**src/bptm_pkg.sv**
```systemverilog
// ----------------------------------------------------------------------------
// Buffer pool tag manager package
// Field widths, request function codes, the lookup item carried along the
// cell row, and the commit item sent back to every cell.
// ----------------------------------------------------------------------------
package bptm_pkg;

	localparam int FILE_W  = 16;
	localparam int BLOCK_W = 24;
	localparam int USES_W  = 16;
	localparam int SLOT_W  = 4;   // width of the slot field in a result
	// Slot indexes and install ranks are sized for the largest pool (256 slots).
	localparam int IDX_W   = 8;
	localparam int CUT_W   = IDX_W + 1;

	localparam int IN_DATA_W  = FILE_W + BLOCK_W;
	localparam int OUT_DATA_W = 48;

	// Request functions carried in s_tuser.
	localparam logic FUNC_GET   = 1'b0;
	localparam logic FUNC_CLEAR = 1'b1;

	// Lookup item; every cell folds its own slot into it and passes it on.
	typedef struct packed {
		logic               valid;
		logic               func;
		logic [FILE_W-1:0]  file;
		logic [BLOCK_W-1:0] block;
		logic               m_found;  // newest matching tag so far
		logic [IDX_W-1:0]   m_idx;
		logic [IDX_W-1:0]   m_rank;
		logic               f_found;  // lowest free slot so far
		logic [IDX_W-1:0]   f_idx;
		logic               v_found;  // replacement candidate so far
		logic [IDX_W-1:0]   v_idx;
		logic [IDX_W-1:0]   v_rank;
		logic [USES_W-1:0]  v_uses;
		logic [FILE_W-1:0]  v_file;
		logic [BLOCK_W-1:0] v_block;
	} tok_t;

	// Decision broadcast to all cells in the cycle the lookup leaves the row.
	typedef struct packed {
		logic               valid;
		logic               hit;
		logic               func;
		logic [IDX_W-1:0]   idx;
		logic [CUT_W-1:0]   cut;
		logic [FILE_W-1:0]  file;
		logic [BLOCK_W-1:0] block;
	} cmt_t;

endpackage

```
**src/bptm_cell.sv**
```systemverilog
// ----------------------------------------------------------------------------
// Buffer pool tag manager slot cell
// Holds one slot's tag, use count and install rank, folds them into the
// passing lookup item and applies the commit decision.
// ----------------------------------------------------------------------------
module bptm_cell #(
	parameter int CELL_IDX = 0
) (
	input  logic            clk,
	input  logic            arst_n,
	input  bptm_pkg::tok_t  tok_in,
	output bptm_pkg::tok_t  tok_out,
	input  bptm_pkg::cmt_t  cmt
);

	localparam logic [bptm_pkg::IDX_W-1:0] MY_IDX = bptm_pkg::IDX_W'(CELL_IDX);

	logic                         valid_q;
	logic [bptm_pkg::FILE_W-1:0]  file_q;
	logic [bptm_pkg::BLOCK_W-1:0] block_q;
	logic [bptm_pkg::USES_W-1:0]  uses_q;
	logic [bptm_pkg::IDX_W-1:0]   rank_q;
	bptm_pkg::tok_t               tok_n;
	logic                         tag_eq;
	logic                         is_clear;

	assign tag_eq   = valid_q && (file_q == tok_in.file) && (block_q == tok_in.block);
	assign is_clear = (cmt.func == bptm_pkg::FUNC_CLEAR);

	always_comb begin
		tok_n = tok_in;
		if (tag_eq && (!tok_in.m_found || rank_q < tok_in.m_rank)) begin
			tok_n.m_found = 1'b1;
			tok_n.m_idx   = MY_IDX;
			tok_n.m_rank  = rank_q;
		end
		if (!valid_q && !tok_in.f_found) begin
			tok_n.f_found = 1'b1;
			tok_n.f_idx   = MY_IDX;
		end
		if (valid_q && (!tok_in.v_found || uses_q < tok_in.v_uses ||
				(uses_q == tok_in.v_uses && rank_q < tok_in.v_rank))) begin
			tok_n.v_found = 1'b1;
			tok_n.v_idx   = MY_IDX;
			tok_n.v_rank  = rank_q;
			tok_n.v_uses  = uses_q;
			tok_n.v_file  = file_q;
			tok_n.v_block = block_q;
		end
	end

	always_ff @(posedge clk or negedge arst_n) begin
		if (!arst_n) begin
			tok_out <= '0;
		end else begin
			tok_out <= tok_n;
		end
	end

	always_ff @(posedge clk or negedge arst_n) begin
		if (!arst_n) begin
			valid_q <= 1'b0;
			file_q  <= '0;
			block_q <= '0;
			uses_q  <= '0;
			rank_q  <= '0;
		end else if (cmt.valid) begin
			if (cmt.idx == MY_IDX) begin
				if (cmt.hit) begin
					if (is_clear) begin
						file_q  <= '0;
						block_q <= '0;
						uses_q  <= '0;
					end else if (uses_q != '1) begin
						uses_q <= uses_q + 1'b1;
					end
				end else begin
					valid_q <= 1'b1;
					rank_q  <= '0;
					uses_q  <= '0;
					file_q  <= is_clear ? '0 : cmt.file;
					block_q <= is_clear ? '0 : cmt.block;
				end
			end else if (!cmt.hit && valid_q && ({1'b0, rank_q} < cmt.cut)) begin
				rank_q <= rank_q + 1'b1;
			end
		end
	end

endmodule

```
**config.mk**
```make
export PLATFORM = sky130hd
export DESIGN_NAME = bptm_cell
export DESIGN_NICKNAME = d
export VERILOG_FILES = /design/src/bptm_pkg.sv /design/src/bptm_cell.sv
export SDC_FILE = /design/constraint.sdc
export NUM_CORES = 1
export LEC_CHECK = 0
export BUFFER_PORTS_ARGS = -buffer_cell sky130_fd_sc_hd__buf_2
export CAP_MARGIN = 20
export CORE_AREA = 2 2 142 213
export CTS_BUF_LIST = sky130_fd_sc_hd__clkbuf_4 sky130_fd_sc_hd__clkbuf_8
export CTS_CLUSTER_DIAMETER = 120
export DETAILED_ROUTE_END_ITERATION = 6
export DIE_AREA = 0 0 144 215
export GPL_ROUTABILITY_DRIVEN = 0
export GPL_TIMING_DRIVEN = 0
export HOLD_SLACK_MARGIN = 0.03
export PLACE_DENSITY = 0.55
export SYNTH_ARGS = -nofsm -noshare
export SYNTH_HDL_FRONTEND = slang
export SYNTH_SLANG_ARGS = --single-unit
```
**constraint.sdc**
```tcl
create_clock -name clk -period 2.35 [get_ports clk]
set_clock_uncertainty 0.05 [all_clocks]
set_input_delay 0 -clock clk [delete_from_list [all_inputs] [get_ports clk]]
set_output_delay 0 -clock clk [all_outputs]
set_load 0.005 [all_outputs]
```
==> metrics <==
Sw Share=25.6%; chip width=144 um; crit path cell chain=ha_4 > nand4_1 > or3_4 > a2111oi_4 > o21ai_2 > a31oi_4 > buf_6 > buf_16 > buf_12 > mux2_2; Site Rows=77; Setup-failing EPs final=73; Core Util, Final=50.4%; # clock sinks=206; Die H=215 um; register area share after synthesis=58.2%; number of flops mapped to enable cells by yosys=0; RSZ-0062 raised after global routing=true; overall routing resource usage=20.0%; part of the cycle the worst path needs=114%; share of layout cells above drive strength 1=39.6%; Boundary Pins=344; leakage=0.00753 uW; PwrDens=589 nW/um^2; Longest Clk Path Bufs=3; Synth Flop Type=dfrtp_1; Total Wirelength=31,200 um; Fmax=373 MHz; Starting Density=30.4%; failing checks=negative setup slack; Die ar.=31,000 um^2; P_sw=2210 uW; CP startpoint kind=register; worst vdd ir=0.000392 V; H-tree lvl count=2; Post-Syn Nets=992; DP Wirelength=21,300 um; FFs w/ async S/R, synth=100%; CTS tree=done; Tmin final=2.68 ns; Mean Syn Cell Area=11.8 um^2; remaining global-route overflow=0; Final Hold Violating Endpoints=0; synth unique cells=45; worst endpoint required time=2.72 ns; global-route wire length before repair=47,200 um; area of the mapped netlist=8860 um^2; Comb pwr share=15.2%; Routed Antenna Nets=0; cells after synthesis=750; Max stage delay on crit path=0.43 ns; Synth area leader=dfrtp_1; YS warnings=0; register bit count reported by yosys=206; Clk pwr share=40.2%; clk_lat worst skew=0.54 ns; area grow syn2layout=65.9%; status=finished with violations; worst slew pin tran=0.988 ns; Synth top area share=58.2%; CTS Buf Count=35; DRT iter0 DRCs=303; Crit path max-delay family=simple AND/OR/NAND/NOR gates; average routed wire per standard cell=17.5 um; DR vias/cell=4.48; vias in the first global route=8,600; Max Slew Vio Count=0; Slew HR=33.5%; HP Class=in -> async; TritonRoute pass-1 iters=4; Max Fanout on Critical Path=5; Vias=7,984; setup TNS=-20.02 ns; worst path arrival time=3.05 ns; Setup WS pre-CTS=-1.04 ns; PnR worst setup slack=-0.331 ns; clk slew on worst S/H paths=0.07 ns; DRC Markers=0; Layout Nets=1,603; crit end category=register; Port Buffer Count=343; largest net degree at the start of global routing=105; top post-synthesis cells by area=dfrtp_1 (58%), mux2_2 (6.0%), ha_1 (5.5%), nand2_1 (4.0%), xnor2_1 (3.8%); initial antenna violation count=2; CP Buf/Inv Count=3; max cap viols=0; CORE AREA=29,200 um^2; P_int=6440 uW; Worst path slowest cell=dfrtp_2; Crit Path Class=reg -> reg; CTS Root Buffer Type=clkbuf_8; FILL cells=2,646; part of the power in registers=44.6%
[metal layers]
metal | vias to the layer above | share of wire, % | GRT usage [%] | wire length, um
met2 | 258 | 52 | 36.1 | 16300
li1 | 3782 | - | - | -
met3 | 79 | 4.8 | 3.54 | 1490
met4 | 0 | 3.8 | 8.01 | 1200
met1 | 3865 | 39 | 23.0 | 12200
met5 | - | 0 | 0 | 0
[placed cells by master (no fill, tap or decap), drive strengths merged, types with 3 or more instances in the layout]
cell type    synthesis  routed
buf                  9     391
dfrtp              206     206
dlygate4sd3          0     189
nand2               95      95
clkbuf              13      76
mux2                59      59
o21ai               56      56
inv                 48      48
ha                  39      39
xnor2               38      38
nor2b               27      27
nor2                25      25
nand4               20      20
nand3               20      20
a21oi               17      17
xor2                14      14
mux2i               14      14
a21o                 8       8
nand2b               6       6
nor4                 6       6
o211ai               4       4
a31oi                4       4
diode                0       3
and4                 3       3
a2111oi              3       3
[final timing paths]
path	start	to	slack [ns]	cells after the start
max	uses_q[11]	tok_out[27]	-0.33	10
max in group asynchronous	arst_n	uses_q[14]	1.21	3
max reg2reg	uses_q[11]	tok_out[27]	-0.33	10
min in group clk	tok_in[140]	tok_out[140]	0.07	2
min reg2reg	file_q[1]	tok_out[25]	0.46	1
min	arst_n	tok_out[128]	0.03	2
[stage by stage]
stage	power, uW	cell area (um^2)	instances	hold WS (ns)
global route	9110	14700	1783	0.0560
floorplan	4360	8910	750	-0.346
global placement	4920	11100	1488	0.0626
finish	8660	14700	1784	0.0281
CTS	8750	14300	1763	0.0341
detailed placement	4940	11200	1489	0.0615
[worst register-to-register path, cell delays in order, from the launching register on]
cell and delay, ns:
dfrtp_2 0.43, ha_4 0.27, nand4_1 0.15, or3_4 0.42, a2111oi_4 0.21, o21ai_2 0.12, a31oi_4 0.19, buf_6 0.14
buf_16 0.12, buf_12 0.12, mux2_2 0.33
[cells in the mapped netlist, types with 8 or more instances]
master      n
dfrtp_1   206
nand2_1    95
o21ai_0    55
inv_1      48
mux2_2     47
ha_1       39
xnor2_1    38
nor2b_1    27
nor2_1     25
nand4_1    20
nand3_1    19
a21oi_1    16
mux2i_1    14
xor2_1     14
clkbuf_1   13
mux2_1     12
a21o_1      8
[repair_timing]
action | 4_1_cts | 5_1_grt
cloned | 2 | 4
gates resized for setup | 75 | 36
hold buffers | 189 | 0
setup endpoints to repair | 96 | 97
buffers inserted | 21 | 17
pin swaps | 8 | 12
hold endpoints to repair | 298 | 0
[sequential cells by signal, indices dropped and copies added (netlist names)]
| name | count |
|---|---|
| uses_q | 16 |
| file_q | 16 |
| rank_q | 8 |
| valid_q | 1 |
| tok_out | 141 |
| block_q | 24 |
[power by group through the flow]
stage / sequential, uW / combinational [uW] / clock (uW)
after global routing: 3880 / 1470 / 3750
after global placement: 3920 / 996 / 0
after floorplan: 3890 / 471 / 0
after detailed placement: 3920 / 1020 / 0
after CTS: 3860 / 1310 / 3580
final: 3860 / 1320 / 3480
[area by class of cell]
cell class / instances / area (um^2) / share of cell area, %
tap: 395 / 494 / 3.36
clock inverter: 2 / 35.0 / 0.238
sequential: 206 / 5160 / 35.1
inverter: 48 / 180 / 1.23
buffer: 21 / 208 / 1.41
timing repair buffer: 575 / 4150 / 28.2
antenna: 3 / 7.51 / 0.0510
multi-input combinational: 474 / 3750 / 25.5
clock buffer: 60 / 719 / 4.89
[cell families after synthesis]
group	Yosys count	share of synthesized area, %
AOI/OAI and AO/OA	101	7.30
muxes	73	9.08
and+or+nand+nor	209	11.2
adders and majority gates	39	5.51
xor gates and xnor gates	52	5.14
buffers and inverters	70	3.57
DFF	206	58.2
(Power assumes the default switching activity.)
